==> config.mk <==
export PLATFORM = sky130hd
export DESIGN_NAME = keyed_value_table_core
export DESIGN_NICKNAME = d
export VERILOG_FILES = /design/src/rtl/core/kvt_pkg.sv /design/src/rtl/core/keyed_value_table_core.sv
export SDC_FILE = /design/constraint.sdc
export NUM_CORES = 2
export LEC_CHECK = 0
export ABC_AREA = 1
export BUFFER_PORTS_ARGS = -buffer_cell sky130_fd_sc_hd__buf_2
export CORE_UTILIZATION = 35
export DETAILED_ROUTE_END_ITERATION = 6
export SETUP_SLACK_MARGIN = 0.4
export SLEW_MARGIN = 10
export SYNTH_ARGS = -nofsm -noshare
export SYNTH_HDL_FRONTEND = slang
export SYNTH_SLANG_ARGS = --single-unit
==> constraint.sdc <==
create_clock -name clk -period 6.9 [get_ports clk]
set_clock_uncertainty 0.1 [all_clocks]
set_input_delay 0.345 -clock clk [delete_from_list [all_inputs] [get_ports clk]]
set_output_delay 0.345 -clock clk [all_outputs]
set_load 0.05 [all_outputs]
==> src/rtl/core/kvt_pkg.sv <==
// Package for the keyed value table: request op codes, field widths and defaults.
// Used by keyed_value_table_core; depends on nothing else.
`default_nettype none

package kvt_pkg;

  localparam int DEF_CAPACITY = 16;

  localparam int KEY_W   = 32;
  localparam int VALUE_W = 64;
  localparam int OP_W    = 2;
  localparam int COUNT_W = 5;

  typedef enum logic [OP_W-1:0] {
    OP_STORE  = 2'd0,
    OP_READ   = 2'd1,
    OP_DELETE = 2'd2,
    OP_EXISTS = 2'd3
  } op_t;

endpackage

`default_nettype wire

==> src/rtl/core/keyed_value_table_core.sv <==
// Keyed value table core: a CAPACITY-entry key/value store searched by one shared comparator.
// Depends on kvt_pkg for op codes, field widths and the default capacity.
`default_nettype none

//  Channel   Ports                                          Handshake
//  request   in_op, in_key, in_value                        start high while busy low
//  result    out_read_value, out_found, out_full_error,     out_valid, one cycle, no stall
//            out_entry_count
//
// The result beat follows the scan, ST_EXEC and ST_RESP in that order: the single comparator
// walks one entry per cycle behind the registered key read, ST_EXEC updates the tables and
// ST_RESP registers the result. The next request can be taken at the edge that ends the beat.
// Reset (rst_n low, synchronous) clears the state, the valid bits, the entry count and the compare and result valids.
// busy is high until the result beat is on the ports; the receiver cannot hold it off.

module keyed_value_table_core #(
  parameter int CAPACITY = kvt_pkg::DEF_CAPACITY
) (
  input  wire logic                        clk,
  input  wire logic                        rst_n,

  input  wire logic                        start,
  output logic                             busy,
  input  wire logic [kvt_pkg::OP_W-1:0]    in_op,
  input  wire logic [kvt_pkg::KEY_W-1:0]   in_key,
  input  wire logic [kvt_pkg::VALUE_W-1:0] in_value,

  output logic                             out_valid,
  output logic [kvt_pkg::VALUE_W-1:0]      out_read_value,
  output logic                             out_found,
  output logic                             out_full_error,
  output logic [kvt_pkg::COUNT_W-1:0]      out_entry_count
);

  // The index addresses one entry; the count must also be able to hold CAPACITY itself.
  localparam int IDX_W = (CAPACITY > 1) ? $clog2(CAPACITY) : 1;
  localparam int CNT_W = $clog2(CAPACITY + 1);

  typedef enum logic [1:0] {
    ST_IDLE,
    ST_SCAN,
    ST_EXEC,
    ST_RESP
  } state_t;

  state_t                         state_r;

  // Latched request.
  kvt_pkg::op_t                   op_r;
  logic [kvt_pkg::KEY_W-1:0]      key_r;
  logic [kvt_pkg::VALUE_W-1:0]    value_r;

  // Scan sequencer: the read pointer runs one entry ahead of the compare pointer,
  // since the key memory has a registered read port.
  logic [CNT_W-1:0]               rd_idx_r;
  logic                           cmp_vld_r;
  logic [IDX_W-1:0]               cmp_idx_r;

  // Search results.
  logic                           hit_r;
  logic [IDX_W-1:0]               hit_idx_r;
  logic                           free_r;
  logic [IDX_W-1:0]               free_idx_r;
  logic                           full_r;

  logic [CAPACITY-1:0]            slot_valid_r;
  logic [CNT_W-1:0]               count_r;

  // Memories and their registered read data.
  logic [kvt_pkg::KEY_W-1:0]      slot_key [CAPACITY];
  logic [kvt_pkg::VALUE_W-1:0]    slot_value [CAPACITY];
  logic [kvt_pkg::KEY_W-1:0]      key_rd_r;
  logic [kvt_pkg::VALUE_W-1:0]    val_rd_r;

  // Registered result beat.
  logic                           out_valid_r;
  logic [kvt_pkg::VALUE_W-1:0]    out_read_value_r;
  logic                           out_found_r;
  logic                           out_full_error_r;
  logic [kvt_pkg::COUNT_W-1:0]    out_entry_count_r;

  logic                           accept;
  logic                           rd_in_range;
  logic [IDX_W-1:0]               key_rd_addr;
  logic                           key_match;
  logic                           store_new;
  logic                           key_we;
  logic                           val_we;
  logic [IDX_W-1:0]               val_addr;
  logic [CNT_W+kvt_pkg::COUNT_W-1:0] count_ext;

  assign accept = start && (state_r == ST_IDLE);
  assign busy   = (state_r != ST_IDLE);

  // Reads beyond the last entry are parked on entry zero and never compared.
  assign rd_in_range = (rd_idx_r < CNT_W'(CAPACITY));
  assign key_rd_addr = rd_in_range ? rd_idx_r[IDX_W-1:0] : '0;

  // The shared comparator: one stored key against the request key per cycle.
  assign key_match = cmp_vld_r && slot_valid_r[cmp_idx_r] && (key_rd_r == key_r);

  // A store of an absent key lands in the lowest free entry, if there is one.
  assign store_new = (state_r == ST_EXEC) && (op_r == kvt_pkg::OP_STORE) && !hit_r && free_r;
  assign key_we    = store_new;
  assign val_we    = store_new ||
                     ((state_r == ST_EXEC) && (op_r == kvt_pkg::OP_STORE) && hit_r);
  assign val_addr  = hit_r ? hit_idx_r : free_idx_r;

  // The entry count is shown modulo 32, as its five output bits allow.
  assign count_ext = (CNT_W + kvt_pkg::COUNT_W)'(count_r);

  always_ff @(posedge clk) begin
    if (key_we) begin
      slot_key[free_idx_r] <= key_r;
    end
    key_rd_r <= slot_key[key_rd_addr];
  end

  always_ff @(posedge clk) begin
    if (val_we) begin
      slot_value[val_addr] <= value_r;
    end
    val_rd_r <= slot_value[val_addr];
  end

  always_ff @(posedge clk) begin
    if (!rst_n) begin
      state_r           <= ST_IDLE;
      slot_valid_r      <= '0;
      count_r           <= '0;
      cmp_vld_r         <= 1'b0;
      out_valid_r       <= 1'b0;
    end else begin
      out_valid_r <= 1'b0;
      unique case (state_r)
        ST_IDLE: begin
          if (accept) begin
            op_r      <= kvt_pkg::op_t'(in_op);
            key_r     <= in_key;
            value_r   <= in_value;
            rd_idx_r  <= '0;
            cmp_vld_r <= 1'b0;
            hit_r     <= 1'b0;
            free_r    <= 1'b0;
            full_r    <= 1'b0;
            state_r   <= ST_SCAN;
          end
        end

        ST_SCAN: begin
          // Issue the next key read while comparing the one read last cycle.
          if (rd_in_range) begin
            cmp_idx_r <= rd_idx_r[IDX_W-1:0];
            cmp_vld_r <= 1'b1;
            rd_idx_r  <= rd_idx_r + CNT_W'(1);
          end else begin
            cmp_vld_r <= 1'b0;
          end
          if (key_match && !hit_r) begin
            hit_r     <= 1'b1;
            hit_idx_r <= cmp_idx_r;
          end
          if (cmp_vld_r && !slot_valid_r[cmp_idx_r] && !free_r) begin
            free_r     <= 1'b1;
            free_idx_r <= cmp_idx_r;
          end
          if (cmp_vld_r && (cmp_idx_r == IDX_W'(CAPACITY - 1))) begin
            state_r <= ST_EXEC;
          end
        end

        ST_EXEC: begin
          // Table updates happen here; a read of a present key is issued on the value port.
          if (store_new) begin
            slot_valid_r[free_idx_r] <= 1'b1;
            count_r                  <= count_r + CNT_W'(1);
          end
          if ((op_r == kvt_pkg::OP_STORE) && !hit_r && !free_r) begin
            full_r <= 1'b1;
          end
          if ((op_r == kvt_pkg::OP_DELETE) && hit_r) begin
            slot_valid_r[hit_idx_r] <= 1'b0;
            count_r                 <= count_r - CNT_W'(1);
          end
          state_r <= ST_RESP;
        end

        ST_RESP: begin
          out_valid_r       <= 1'b1;
          out_read_value_r  <= ((op_r == kvt_pkg::OP_READ) && hit_r) ? val_rd_r : '0;
          out_found_r       <= hit_r;
          out_full_error_r  <= full_r;
          out_entry_count_r <= count_ext[kvt_pkg::COUNT_W-1:0];
          state_r           <= ST_IDLE;
        end

        default: begin
          state_r <= ST_IDLE;
        end
      endcase
    end
  end

  assign out_valid       = out_valid_r;
  assign out_read_value  = out_read_value_r;
  assign out_found       = out_found_r;
  assign out_full_error  = out_full_error_r;
  assign out_entry_count = out_entry_count_r;

  // A full-table error only arises when the key was absent.
  a_full_not_found: assert property (@(posedge clk) disable iff (!rst_n)
    out_valid |-> !(out_full_error && out_found))
    else $error("full error reported for a key that was present");

  // The entry count never exceeds the table size.
  a_count_bound: assert property (@(posedge clk) disable iff (!rst_n)
    count_r <= CNT_W'(CAPACITY))
    else $error("entry count above capacity");

  // An accepted request makes the block busy on the next cycle.
  a_accept_busy: assert property (@(posedge clk) disable iff (!rst_n)
    (start && !busy) |=> busy)
    else $error("request accepted but block not busy");

  // The result beat appears exactly as the block becomes ready again.
  a_result_idle: assert property (@(posedge clk) disable iff (!rst_n)
    out_valid |-> (!busy && !$past(out_valid)))
    else $error("result beat while busy or longer than one cycle");

endmodule

`default_nettype wire
==> flow_summary.ini <==
[pwr]
sw_frac_of_total = 0.283
p_sw_w = 0.00789
power.share.clock = 0.368
cell_internal_pwr_w = 0.0200
peakVddDrop_uv = 217
power.density_nw_per_um2 = 347
p_comb_frac = 0.152
seq_power_share = 0.480
leakage_nw = 26.7
power_w = 0.0279

[floorplanning]
core_um2 = 196000
die_w_um = 447
row_count = 162
die_area_um2 = 200000
start_util = 0.354
die_h_um = 447
io_pins = 174

[timing]
final_hold_viol_count = 0
fin_crit_sh = 0.621
min_period_ns = 4.28
rsz0062_at_grt = false
fmax_mhz = 233
setup_tns_ns = 0
drv_slew = 0
fin_hold_ws_ns = 0.104
worst_pin_slew_ns = 1.20
relSlewSlack = 0.197
report.final.setup_viol = 0

[grt]
grt_pass1_vias = 40100
grt_usage = 0.174
grt_max_degree = 153
grt_first_pass_wirelength_um = 261000
grt-ovfl-total = 0
antenna_found_initial = 4

[finish]
drive_gt1_frac = 0.127
design_area_um2 = 80400
nets = 5442
nFillCells = 18000
utilization = 0.410
area_delta_synth_final_pct = 16.0

[placed_design]
hpwlAfterDp_um = 89000
io_buffers = 173
place_area_um2 = 73000
gp_routability_congestion = 0.788

[logic_synthesis]
synthMuxAreaShare = 0
synth_edf_count = 1725
yosysTopAreaCell = edfxtp_1
synth.ff_latch_count = 1846
synth_ff_type = edfxtp_1
ys_warn_count = 0
ys_async_sr_fraction = 0
synth-adder-area-share = 0.00191
yosys-top-cells-count = edfxtp_1, nand2_1, nand4_1
netlist_area_um2 = 69300
synth_top_area_share = 0.748
synth_simple_gate_area_frac = 0.142
synth_top_family_by_area = simple AND/OR/NAND/NOR gates
synth-compound-area-share = 0.0434
synth.area.top_cells = edfxtp_1, nand2_1, dfxtp_1
synth.most_common_cell = edfxtp_1
ys_seq_area_frac = 0.782
synth_cells = 5053
synth_nets = 5164
postSynthAreaPerCell_um2 = 13.7
synth_cell_types = 37
synth_xor_area_frac = 0.00126

[clock_network]
numCtsBuffers = 186
post_cts_resized = 0
cts.clk_slew.worst_paths_ns = 0.06
htreeDepth = 4
ctsHoldBuffers = 100
clock_tree.buffer_depth = 3
cts_num_sinks = 1846
cts_tree = done
cts_setup_buffers = 0
clk_latency_ns = 0.83
root_buffer = clkbuf_16

[route]
wl_per_cell_um = 21.7
detail-route-antenna-nets = 0
firstDrtPassIters = 7
via_per_inst = 5.04
drt-initial-drc-count = 3630
routed-via-count = 41000
drc = 0
wl_um = 176000

[setup_path]
crit_chain = o21ai_2 -> nand2_1 -> inv_8 -> nand2_1 -> nor2_4 -> buf_4
cp_common_cell = nand2_1
start_kind = flop
end_kind = flop
critical-path-slowest-cell = nor2_4
slowest_delay_ns = 0.97
crit_type = reg2reg
crit_path_max_fanout = 99
arrival_ns = 4.64
required_ns = 7.25

[run_status]
status = finished, final reports clean

[flow_run]
maxCapViolCount = 0

[hold_path]
hp-class = in2reg
worst max-delay path, delay by kind of cell, from the launching register on:
| kind | cells | cell delay (ns) |
|---|---|---|
| AOI/OAI and AO/OA | 1 | 0.38 |
| and+or+nand+nor | 3 | 1.60 |
| buffers and inverters | 2 | 1.17 |
| DFF | 1 | 0.61 |
power groups by stage:
stage	Sequential, W	Clock, W	Combinational (W)
global route	0.0135	0.0109	0.00471
floorplan	0.0135	0	0.00286
CTS	0.0134	0.0104	0.00430
global placement	0.0136	0	0.00421
finish	0.0134	0.0103	0.00426
detailed placement	0.0136	0	0.00423
sequential cells by signal, indices dropped and copies added, names as in the netlist:
register and flops:
count_r 5, cmp_idx_r 4, out_read_value 64, free_r 1, state_r 2, op_r 2, out_valid 1, slot_valid_r 16
full_r 1, key_rd_r 32, out_full_error 1, free_idx_r 4, value_r 64, rd_idx_r 5, hit_r 1, out_found 1
val_rd_r 64, hit_idx_r 4, key_r 32, slot_key 512, cmp_vld_r 1, out_entry_count 5, slot_value 1024
path summary, 6_finish.rpt:
check,end,depth (start not counted),startpoint,slack [ns]
worst min-delay path,value_r[29]$_DFFE_PP_,2,in_value[29],0.10
worst max-delay path,slot_value[7][56]$_DFFE_PP_,6,hit_r$_DFFE_PP_,2.62
worst min register to register,out_full_error$_DFFE_PP_,0,full_r$_DFFE_PP_,0.33
worst max register to register,slot_value[7][56]$_DFFE_PP_,6,hit_r$_DFFE_PP_,2.62
cells in the final DEF (no fill, tap or decap), types with 17 or more instances in the layout:
master | Yosys | layout
clkinv_2 | 0 | 30
o21ai_0 | 213 | 213
clkinv_1 | 1 | 37
nor2_1 | 310 | 272
dlygate4sd3_1 | 0 | 100
nor2_4 | 0 | 40
or2_2 | 121 | 121
o211ai_1 | 176 | 176
bufinv_16 | 0 | 18
buf_2 | 129 | 173
nand3_1 | 59 | 59
dfxtp_1 | 121 | 121
nand4_1 | 333 | 333
clkbuf_8 | 0 | 17
clkbuf_16 | 0 | 187
clkbuf_1 | 81 | 43
nand2_1 | 1442 | 1439
inv_1 | 164 | 162
o221ai_1 | 41 | 41
buf_4 | 12 | 67
edfxtp_1 | 1725 | 1725
a21oi_1 | 22 | 22
layer usage:
layer	wire length, um	vias to the layer above	GRT usage
met5	0	-	0
met4	4420	0	0.0532
met3	9260	258	0.0231
met2	88000	1242	0.302
met1	74700	20700	0.227
li1	-	18800	-
area by class of cell:
class                           instances  area, um^2  share of cell area
Clock buffer                          247        5070              0.0632
Sequential cell                      1846       54200               0.675
Multi-Input combinational cell       2781       13400               0.167
Clock inverter                        106        1260              0.0156
Antenna cell                            1        2.50           0.0000311
Inverter                              172         666             0.00828
Timing Repair Buffer                  344        2450              0.0305
Tap cell                             2624        3280              0.0409
stage by stage:
stage,std cells,worst slack (ns)
finish,8121,2.62
global route,8120,2.33
CTS,8120,2.57
detailed placement,7667,2.57
global placement,7667,2.68
floorplan,5053,1.48
kinds of logic (layout without fill, tap and decap cells):
logic type / after synthesis / after routing
AND/OR/NAND/NOR: 2288 / 2288
AO/OA/AOI/OAI: 473 / 473
flip-flops: 1846 / 1846
XOR/XNOR: 10 / 10
adder cells (fa/ha/maj): 10 / 10
buffers and inverters: 426 / 869
other: 0 / 1
No activity file was read; power rests on OpenSTA's default activity.
